$ cat config.mk
export PLATFORM = sky130hd
export DESIGN_NAME = sle_ctrl
export DESIGN_NICKNAME = d
export VERILOG_FILES = /design/src/hdl/sle_pkg.sv /design/src/hdl/sle_ctrl.sv
export SDC_FILE = /design/constraint.sdc
export NUM_CORES = 1
export LEC_CHECK = 0
export BUFFER_PORTS_ARGS = -buffer_cell sky130_fd_sc_hd__clkbuf_2
export CAP_MARGIN = 20
export CORE_AREA = 2 2 39 41
export CTS_CLUSTER_SIZE = 20
export DETAILED_ROUTE_END_ITERATION = 16
export DIE_AREA = 0 0 41 43
export PLACE_DENSITY_LB_ADDON = 0.05
export SETUP_SLACK_MARGIN = 0.15
export SLEW_MARGIN = 0
export SYNTH_ARGS = -nofsm -noshare
export SYNTH_HDL_FRONTEND = slang
export SYNTH_SLANG_ARGS = --single-unit
$ cat constraint.sdc
create_clock -name i_clk -period 2.5 [get_ports i_clk]
set_input_delay 0.25 -clock i_clk [delete_from_list [all_inputs] [get_ports i_clk]]
set_output_delay 0.25 -clock i_clk [all_outputs]
set_load 0.03 [all_outputs]
$ cat src/hdl/sle_pkg.sv
// Shared types and constants for the STA/LTA energy ratio core.
// Holds controller/datapath command and status structs and the state encoding.
// No dependencies.
`default_nettype none

package sle_pkg;

    // Configuration port
    localparam int CFG_W     = 11;
    localparam int CFG_IDX_W = 1;

    localparam logic [CFG_IDX_W-1:0] REG_SHORT_WINDOW = 1'b0;
    localparam logic [CFG_IDX_W-1:0] REG_LONG_WINDOW  = 1'b1;

    localparam logic [CFG_W-1:0] SHORT_WINDOW_RST = 11'd32;
    localparam logic [CFG_W-1:0] LONG_WINDOW_RST  = 11'd512;

    // Result format: unsigned Q11.16
    localparam int RATIO_W = 27;
    localparam int FRAC_W  = 16;
    localparam int INT_W   = RATIO_W - FRAC_W;
    localparam int QCNT_W  = $clog2(RATIO_W);

    typedef enum logic [3:0] {
        S_IDLE,
        S_DECIDE,
        S_RD_LONG,
        S_RD_SHORT,
        S_INC_A,
        S_INC_B,
        S_INC_C,
        S_WRITE,
        S_SWEEP,
        S_DRAIN_A,
        S_DRAIN_B,
        S_MUL_INIT,
        S_MUL,
        S_CHECK,
        S_DIV,
        S_FINISH
    } t_state;

    typedef enum logic [1:0] {
        RD_SWEEP,
        RD_OLD_LONG,
        RD_OLD_SHORT
    } t_rd_src;

    typedef enum logic {
        SQ_MEM,
        SQ_SAMPLE
    } t_sq_sel;

    typedef enum logic [1:0] {
        ACC_HOLD,
        ACC_CLEAR,
        ACC_ADD,
        ACC_SUB
    } t_acc_op;

    typedef struct packed {
        logic    load;
        logic    write;
        logic    rd_en;
        t_rd_src rd_src;
        t_sq_sel sq_sel;
        t_acc_op long_op;
        t_acc_op short_op;
        logic    sweep;
        logic    mul_init;
        logic    mul_step;
        logic    div_init;
        logic    div_step;
        logic    out_load;
    } t_cmd;

    typedef struct packed {
        logic full;
        logic sweep_last;
        logic mul_last;
        logic div_last;
        logic zero;
        logic ovf;
    } t_status;

endpackage

`default_nettype wire

$ cat src/hdl/sle_ctrl.sv
// Sequencing state machine for the STA/LTA core: issues datapath commands.
// Depends on sle_pkg (state, command and status types).
`default_nettype none

module sle_ctrl (
    input  wire logic             i_clk,
    input  wire logic             i_rst_n,
    input  wire logic             i_in_valid,
    input  wire logic             i_out_ready,
    input  wire logic             i_cfg_we,
    input  wire sle_pkg::t_status i_status,
    output sle_pkg::t_cmd         o_cmd,
    output logic                  o_in_ready,
    output logic                  o_out_valid
);

    sle_pkg::t_state r_state, n_state;
    logic            r_sums_ok, n_sums_ok;
    logic            r_out_valid, n_out_valid;

    always_ff @(posedge i_clk) begin
        if (!i_rst_n) begin
            r_state     <= sle_pkg::S_IDLE;
            r_sums_ok   <= 1'b0;
            r_out_valid <= 1'b0;
        end else begin
            r_state     <= n_state;
            r_sums_ok   <= n_sums_ok;
            r_out_valid <= n_out_valid;
        end
    end

    always_comb begin
        n_state    = r_state;
        n_sums_ok  = r_sums_ok;
        o_cmd      = '0;
        o_in_ready = 1'b0;

        unique case (r_state)
            sle_pkg::S_IDLE: begin
                o_in_ready = 1'b1;
                if (i_in_valid) begin
                    o_cmd.load = 1'b1;
                    n_state    = sle_pkg::S_DECIDE;
                end
            end
            sle_pkg::S_DECIDE: begin
                if (i_status.full && r_sums_ok) begin
                    n_state = sle_pkg::S_RD_LONG;
                end else begin
                    n_state = sle_pkg::S_WRITE;
                end
            end
            sle_pkg::S_RD_LONG: begin
                o_cmd.rd_en  = 1'b1;
                o_cmd.rd_src = sle_pkg::RD_OLD_LONG;
                n_state      = sle_pkg::S_RD_SHORT;
            end
            sle_pkg::S_RD_SHORT: begin
                o_cmd.rd_en  = 1'b1;
                o_cmd.rd_src = sle_pkg::RD_OLD_SHORT;
                o_cmd.sq_sel = sle_pkg::SQ_MEM;
                n_state      = sle_pkg::S_INC_A;
            end
            sle_pkg::S_INC_A: begin
                // drop the sample leaving the long window, store the new one
                o_cmd.sq_sel  = sle_pkg::SQ_MEM;
                o_cmd.long_op = sle_pkg::ACC_SUB;
                o_cmd.write   = 1'b1;
                n_state       = sle_pkg::S_INC_B;
            end
            sle_pkg::S_INC_B: begin
                o_cmd.sq_sel   = sle_pkg::SQ_SAMPLE;
                o_cmd.short_op = sle_pkg::ACC_SUB;
                n_state        = sle_pkg::S_INC_C;
            end
            sle_pkg::S_INC_C: begin
                o_cmd.long_op  = sle_pkg::ACC_ADD;
                o_cmd.short_op = sle_pkg::ACC_ADD;
                n_state        = sle_pkg::S_MUL_INIT;
            end
            sle_pkg::S_WRITE: begin
                o_cmd.write    = 1'b1;
                o_cmd.long_op  = sle_pkg::ACC_CLEAR;
                o_cmd.short_op = sle_pkg::ACC_CLEAR;
                if (i_status.full) begin
                    n_state = sle_pkg::S_SWEEP;
                end else begin
                    n_state = sle_pkg::S_IDLE;
                end
            end
            sle_pkg::S_SWEEP: begin
                o_cmd.sweep  = 1'b1;
                o_cmd.rd_en  = 1'b1;
                o_cmd.rd_src = sle_pkg::RD_SWEEP;
                o_cmd.sq_sel = sle_pkg::SQ_MEM;
                if (i_status.sweep_last) begin
                    n_state = sle_pkg::S_DRAIN_A;
                end
            end
            sle_pkg::S_DRAIN_A: begin
                o_cmd.sq_sel = sle_pkg::SQ_MEM;
                n_state      = sle_pkg::S_DRAIN_B;
            end
            sle_pkg::S_DRAIN_B: begin
                n_state = sle_pkg::S_MUL_INIT;
            end
            sle_pkg::S_MUL_INIT: begin
                o_cmd.mul_init = 1'b1;
                n_sums_ok      = 1'b1;
                n_state        = sle_pkg::S_MUL;
            end
            sle_pkg::S_MUL: begin
                o_cmd.mul_step = 1'b1;
                if (i_status.mul_last) begin
                    n_state = sle_pkg::S_CHECK;
                end
            end
            sle_pkg::S_CHECK: begin
                o_cmd.div_init = 1'b1;
                if (i_status.zero || i_status.ovf) begin
                    n_state = sle_pkg::S_FINISH;
                end else begin
                    n_state = sle_pkg::S_DIV;
                end
            end
            sle_pkg::S_DIV: begin
                o_cmd.div_step = 1'b1;
                if (i_status.div_last) begin
                    n_state = sle_pkg::S_FINISH;
                end
            end
            sle_pkg::S_FINISH: begin
                if (!r_out_valid || i_out_ready) begin
                    o_cmd.out_load = 1'b1;
                    n_state        = sle_pkg::S_IDLE;
                end
            end
            default: begin
                n_state = sle_pkg::S_IDLE;
            end
        endcase

        // window sizes changed: rebuild sums from history on the next result
        if (i_cfg_we) begin
            n_sums_ok = 1'b0;
        end
    end

    always_comb begin
        if (o_cmd.out_load) begin
            n_out_valid = 1'b1;
        end else if (i_out_ready) begin
            n_out_valid = 1'b0;
        end else begin
            n_out_valid = r_out_valid;
        end
    end

    assign o_out_valid = r_out_valid;

endmodule

`default_nettype wire

==> After elaboration in Yosys (flattened, before gate mapping) <==
Cells that the tools add are included.
{ "word_totals": {"out_inout_bits": 18, "ff_bits": 6, "in_bits": 11} }
{ "classes": {"reduce_logical": 10, "muxes": 26, "eq_ne": 20, "bitwise_logic": 1} }
{ "ops": {"columns": ["op", "n"], "rows": [
  ["4-bit case mux with 15 select lines", 1],
  ["4-bit == test, second input constant", 8],
  ["4-bit two-way mux", 6],
  ["4-bit by 3-bit == test with 1-bit output, second input constant", 4],
  ["1-bit two-way mux", 15],
  ["2-bit case mux with 3 select lines", 2],
  ["2-bit != test, second input constant", 5],
  ["3-bit case mux with 3 select lines", 1],
  ["4-bit by 2-bit == test with 1-bit output, second input constant", 2],
  ["2-bit OR reduction", 3],
  ["5-bit AND reduction", 1],
  ["4-bit by 1-bit == test with 1-bit output, second input constant", 1],
  ["4-bit zero test", 1],
  ["3-bit two-way mux", 1],
  ["1-bit logical OR", 2],
  ["2-bit nonzero test", 1],
  ["1-bit logical AND", 1],
  ["1-bit zero test", 1],
  ["1-bit inverter", 1]
]} }

==> Longest topological paths before layout <==
Gate-level depths: netlist of the first run.
{ "logic_depth": {"depth_word": 5, "depth_mapped": 5} }

==> Least setup slack after synthesis of the first run <==
No wires, ideal clock.
{ "synth_path": {"kind": "register -> output", "from": "register r_state[1]", "to": "output port o_cmd[5] in the netlist's numbering", "t_arrival_ns": 1.648, "t_required_ns": 2.250, "path_stages_with_launch": 4, "path_buffers": 2, "path_slack_ns": 0.602, "cell_sequence": "dfxtp_1 > buf_6 > buf_2 > nor4b_1"} }
{ "synth_lines": {"columns": ["item", "line", "text"], "rows": [
  ["start: declaration", "sle_ctrl.sv:17", "sle_pkg::t_state r_state, n_state;"],
  ["start signal: assignment", "sle_ctrl.sv:23", "r_state <= sle_pkg::S_IDLE;"],
  ["start signal: assignment", "sle_ctrl.sv:27", "r_state <= n_state;"],
  ["end: declaration", "sle_ctrl.sv:12", "output sle_pkg::t_cmd o_cmd,"]
]} }

==> impl_results.md, run 1 <==
* Synth Warn # at 0
* P_int at 0.337 mW
* Min Hold Slack at 0.176 ns
* H-tree levels at 1
* Slew Viols, Final at 0
* Crit path max-delay family: simple AND/OR/NAND/NOR gates
* DP HPWL at roughly 860 um
* Pwr/cell area at between 1000 and 1500 nW/um2
* Clock Latency Late Sink at 0.24 ns
* Synth Area per Inst at about 7.3 um2
* Combinational cell fraction of total power at about 58%
* Sequential fraction of the synthesis area at roughly a quarter
* CTS tree: done
* Status: completed
* Max stage delay on crit path at roughly 0.60 ns
* Post-Syn Instances at 70
* Net load switching power at about 0.38 mW
* Endpoints failing setup at 0
* Most frequent cells in the layout: clkbuf_2, nor2_1, nor3_1, dfxtp_1
* Worst endpoint required time at between 2 and 2.5 ns
* DR vias at ~560
* Ant. Diodes at 0
* GRT overflow at 0
* Final Skew at approximately 0.0044 ns
* Starting DRC count in detailed routing at 13
* Crit path depth at 4
* Root Driver: clkbuf_4
* Die Span X at approximately 41 um
* Critical path fanouts, max at 20
* IO Port Bufs at 28
* LEAKAGE at around 0.32 nW
* Clk sinks at 6
* Area post-placement at 624 um2
* Max-cap violations at 0
* CP endpoint kind: primary output
* Site Rows at 14
* Worst-margin pin slew at 0.586 ns
* DR pass1 iterations at 4
* Initial antenna violation count at 0
* P&R area growth vs syn at 26.7%
* Reg power frac at 30.3%
* Clock tree buffer depth at 2
* Final core utilization at between 40% and 50%
* Crit path cell chain: or4_4 -> inv_2 -> and2_1 -> clkbuf_2
* Final Power at about 0.72 mW
* GRT Total Usage at between 10 and 15%
* Fill count at around 150
* Net Sw Frac at between 50% and 60%
* Vias per inst at 5.13
* Routability cong. at ~0.70
* DRC errors left at 0
* Critical Path Start: r_state[1]
* Reg2reg path depth at 3
* Global-route wire length before repair at approximately 1800 um
* Post-route ant nets at 0
* RSZ-0062 raised after global routing: no
* CP bufs+invs at 2
* Number of hold violations in the final report at 0
* Routed WL per cell at between 10 and 15 um
* Design Area, Final at around 650 um2
* Die height at between 40 and 50 um
* Worst Hold Depth at 2
* Layout cell share with drive strength beyond 1 at around 37%
* Reg clk slew, reported paths at about 0.040 ns
* Initial core utilization at between 30% and 40%
* Area of the die at 1760 um2
* Vias in the first global route at approximately 410
* Reg2reg start: r_state[2]
* Setup bufs post-CTS at 0
* Min-Delay Path Class: primary input to flip-flop
* Worst setup SP type: flip-flop
* Syn Nets at 81
* Synthesis-stage register bit count at 6
* Hold_sp: i_cfg_we
* Setup_tns at 0 ns
* IO Pins at 29
* Fin nets at 107
* Post-route minimum period at 1.95 ns
* Synth unique cells at 31
* Hold_buf cts at 0
* Wirelength, routed at 1180 um
* Commonest non-fill, non-tap cell in the layout: clkbuf_2
* Setup Crit Path Kind: flip-flop to primary output
* Worst path arrival time at ~1.7 ns
* Core Area at ~1400 um2
* Pin count of the biggest net entering global routing at 21
* Peak VDD IR at ~660 uV
* Rel. slew slack at between 60 and 70%
* Clock group share of total power at 11.7%
* Cts repair resizes at 0
* Final Cycle Share at between 70% and 80%
* Slowest-stage cell, CP: or4_4
* Syn Std Cell Area at 510 um2
* Max frequency at 513 MHz
* CTS buffer count at 3
[layer usage]
layer | routed length (um) | vias up | global-route usage, %
met4 | 0 | 0 | 2.00
li1 | - | 302 | -
met5 | 0 | - | 0
met1 | 573 | 246 | 20.0
met2 | 533 | 16 | 20.0
met3 | 70 | 0 | 7.85
[power groups by stage]
stage / sequential (mW) / clock (mW) / combinational [mW]
3_3_place_gp: 0.217 / 0 / 0.420
5_1_grt: 0.230 / 0.0935 / 0.450
3_5_place_dp: 0.218 / 0 / 0.416
6_report: 0.218 / 0.0843 / 0.416
4_1_cts: 0.216 / 0.0887 / 0.419
2_1_floorplan: 0.141 / 0 / 0.417
[logic make-up after synthesis]
group	Yosys count	share of synthesized area, %
AO/OA/AOI/OAI	17	24.3
AND/OR/NAND/NOR	37	39.5
multiplexers	1	2.21
flip-flops	6	23.5
buffers and inverters	9	10.5
[path summary, 6_finish.rpt]
check               end  slack (ns)
min           r_sums_ok        0.18
max reg2reg  r_state[0]        0.95
max           o_cmd[15]        0.55
min reg2reg   r_sums_ok        0.50
[state kept, by name (all words and copies together), names as in the netlist]
signal and count:
r_state 4, r_sums_ok 1, o_out_valid 1
[Yosys cell counts]
cell type | n | share of area (%)
and4b_1 | 1 | 2.0
buf_2 | 4 | 3.9
buf_6 | 1 | 2.2
buf_4 | 2 | 2.9
o221a_2 | 1 | 2.2
nand2b_1 | 5 | 6.1
a21oi_1 | 3 | 2.9
nand2_1 | 5 | 3.7
and4_1 | 1 | 1.7
and3b_1 | 2 | 3.4
inv_1 | 1 | 0.73
o21ai_1 | 1 | 0.98
dfxtp_1 | 6 | 24
inv_2 | 1 | 0.73
mux2_2 | 1 | 2.2
o21a_1 | 3 | 4.4
nor4b_1 | 1 | 1.7
o31ai_1 | 1 | 1.5
or4_4 | 1 | 2.2
nor2_1 | 12 | 8.8
a41oi_1 | 1 | 1.7
nor3_1 | 6 | 5.9
a31oi_1 | 1 | 1.2
and2_1 | 1 | 1.2
a41o_1 | 1 | 2.0
nor3b_1 | 1 | 1.5
nor2b_1 | 1 | 1.2
o2111a_1 | 1 | 2.2
a22o_1 | 1 | 1.7
o21bai_1 | 1 | 1.5
o21ai_0 | 2 | 2.0
[layout make-up]
cell class / count / area [um2] / area share (%)
multi-input cells: 55 / 337 / 52.0
flip-flops and latches: 6 / 120 / 18.6
clock buffers: 3 / 22.5 / 3.48
well taps: 16 / 20.0 / 3.09
inverters: 2 / 7.51 / 1.16
repair buffers: 28 / 140 / 21.7
[through the flow]
step | worst slack [ns] | std cells
after CTS | 0.563 | 110
final | 0.551 | 110
after detailed placement | 0.832 | 107
after global routing | 0.494 | 110
after global placement | 0.840 | 107
after floorplan | 0.602 | 70
(Power assumes the default switching activity.)
==> run 2, diff against run 1 <==
Clock period 2.5 ns to 1.9 ns, I/O delays scaled along.
==> impl_results.md, run 2 (same netlist as run 1, synthesis figures left out) <==
* Fin nets at 110 (+2.8%)
* P&R area growth vs syn at 33.8%
* Max-cap violations at 0 (unchanged)
* Setup Crit Path Kind: flip-flop to primary output
* Post-route minimum period at 1.68 ns
* Worst-margin pin slew at 0.348 ns (-0.239 ns)
* Slowest-stage cell, CP: or4_4
* H-tree levels at 1 (unchanged)
* CTS buffer count at 3 (unchanged)
* Pwr/cell area at 1470 nW/um2 (+32%)
* Die height at 43 um (unchanged)
* Clock tree buffer depth at 2 (unchanged)
* Starting DRC count in detailed routing at 3 (-10)
* Setup bufs post-CTS at 0 (unchanged)
* Number of hold violations in the final report at 0 (unchanged)
* Core Area at 1380 um2 (unchanged)
* IO Port Bufs at 28 (unchanged)
* Design Area, Final at 683 um2 (+5.6%)
* LEAKAGE at 0.338 nW (+5.8%)
* Most frequent cells in the layout: clkbuf_2, nor2_1, nor3_1
* DRC errors left at 0 (unchanged)
* Number of flip-flops in the largest register at 4 (unchanged)
* Root Driver: clkbuf_4
* Max stage delay on crit path at 0.53 ns (-0.07 ns)
* CTS tree: done
* Fill count at 161 (+9.5%)
* Vias per inst at 5.18 (+0.97%)
* Clk sinks at 6 (unchanged)
* Slew Viols, Final at 0 (unchanged)
* Peak VDD IR at 549 uV (-17%)
* Pin count of the biggest net entering global routing at 17 (-19%)
* Final Skew at 0.00247 ns (-0.00197 ns)
* Critical path fanouts, max at 11 (-45%)
* Wirelength, routed at 1210 um (+2.7%)
* Setup_tns at 0 ns (unchanged)
* Area post-placement at 653 um2 (+4.6%)
* Crit path cell chain: or4_4 -> inv_2 -> and2_1 -> buf_4
* Max frequency at 596 MHz
* Biggest register: r_state
* Die Span X at 41 um (unchanged)
* Final Cycle Share at a little under 90%
* Post-route ant nets at 0 (unchanged)
* Routed WL per cell at 10.7 um (about the same)
* Final Power at 1.00 mW (+40%)
* Layout cell share with drive strength beyond 1 at 44.3% (+7.1 points)
* Clock Latency Late Sink at 0.24 ns (about the same)
* Site Rows at 14 (unchanged)
* Worst setup SP type: flip-flop
* Worst path arrival time at 1.49 ns (-0.21 ns)
* DP Worst Slack at 0.383 ns (-0.449 ns)
* Vias in the first global route at 461 (+14%)
* Initial core utilization at 36.9% (unchanged)
* CP endpoint kind: primary output
* GRT Total Usage at 15.8% (+1.3 points)
* DP HPWL at 910 um (+5.8%)
* Initial antenna violation count at 0 (unchanged)
* Reg clk slew, reported paths at 0.04 ns (about the same)
* GRT overflow at 0 (unchanged)
* Rel. slew slack at 76.8% (+16 points)
* Routability cong. at 0.743 (+5.8%)
* RSZ-0062 raised after global routing: no
* IO Pins at 29 (unchanged)
* Endpoints failing setup at 0 (unchanged)
* Register Area at 125 um2 (+4.2%)
* Area of the die at 1760 um2 (unchanged)
* Commonest non-fill, non-tap cell in the layout: clkbuf_2
* Ant. Diodes at 0 (unchanged)
* Worst setup margin at 0.223 ns (-0.328 ns)
* DR vias at 585 (+3.7%)
* DR pass1 iterations at 4 (unchanged)
* Worst endpoint required time at 1.71 ns (-0.54 ns)
* Area of the multi-input gates at 343 um2 (+1.9%)
* Global-route wire length before repair at 1890 um (+7.0%)
* Min-Delay Path Class: primary input to flip-flop
* Status: completed
## run 2: cell type report
type	count	share of cell area, %
Tap cell	16	2.93
Sequential cell	6	18.3
Timing Repair Buffer	31	24.2
Clock buffer	3	3.30
Multi-Input combinational cell	55	50.2
Inverter	2	1.10
## run 2: metal layers
metal | vias up | GRT usage [%] | routed length [um]
li1 | 306 | - | -
met1 | 259 | 21.9 | 564
met2 | 20 | 22.2 | 561
met3 | 0 | 7.85 | 84
met4 | 0 | 2.00 | 0
met5 | - | 0 | 0
## run 2: worst paths after layout
kind	from	to	slack, ns	cells past startpoint
worst min register to register	r_sums_ok	r_sums_ok	0.50	2
worst min-delay path	i_cfg_we	r_sums_ok	0.10	2
worst max-delay path	r_state[1]	o_cmd[15]	0.22	4
worst max register to register	r_state[1]	r_state[0]	0.57	4
## run 2: what timing repair did
item                                    in CTS  in global routing
hold buffers                                 0                  0
endpoints found under the setup margin       1                  6
endpoints found under the hold margin        0                  0
pin swaps                                    0                  0
resized for setup                            2                  4
## run 2: power by group
| group | switching [mW] | internal (mW) | leakage, nW |
|---|---|---|---|
| registers | 0.0931 | 0.167 | 0.0505 |
| logic | 0.380 | 0.247 | 0.273 |
| clock network | 0.0443 | 0.0713 | 0.0138 |
## run 2: through the flow
step                utilization, %  instances  hold slack [ns]
floorplan                        -         70            0.266
global placement              47.2        110            0.356
detailed placement            47.2        110            0.353
CTS                           49.1        113           0.0957
global route                  49.4        113            0.105
finish                        49.4        113            0.105
## run 2: worst max-delay path, delay by kind of cell (launching register included)
| family | cells | cell delay, ns |
|---|---|---|
| flops | 1 | 0.37 |
| buf+inv | 2 | 0.21 |
| simple gates | 2 | 0.65 |
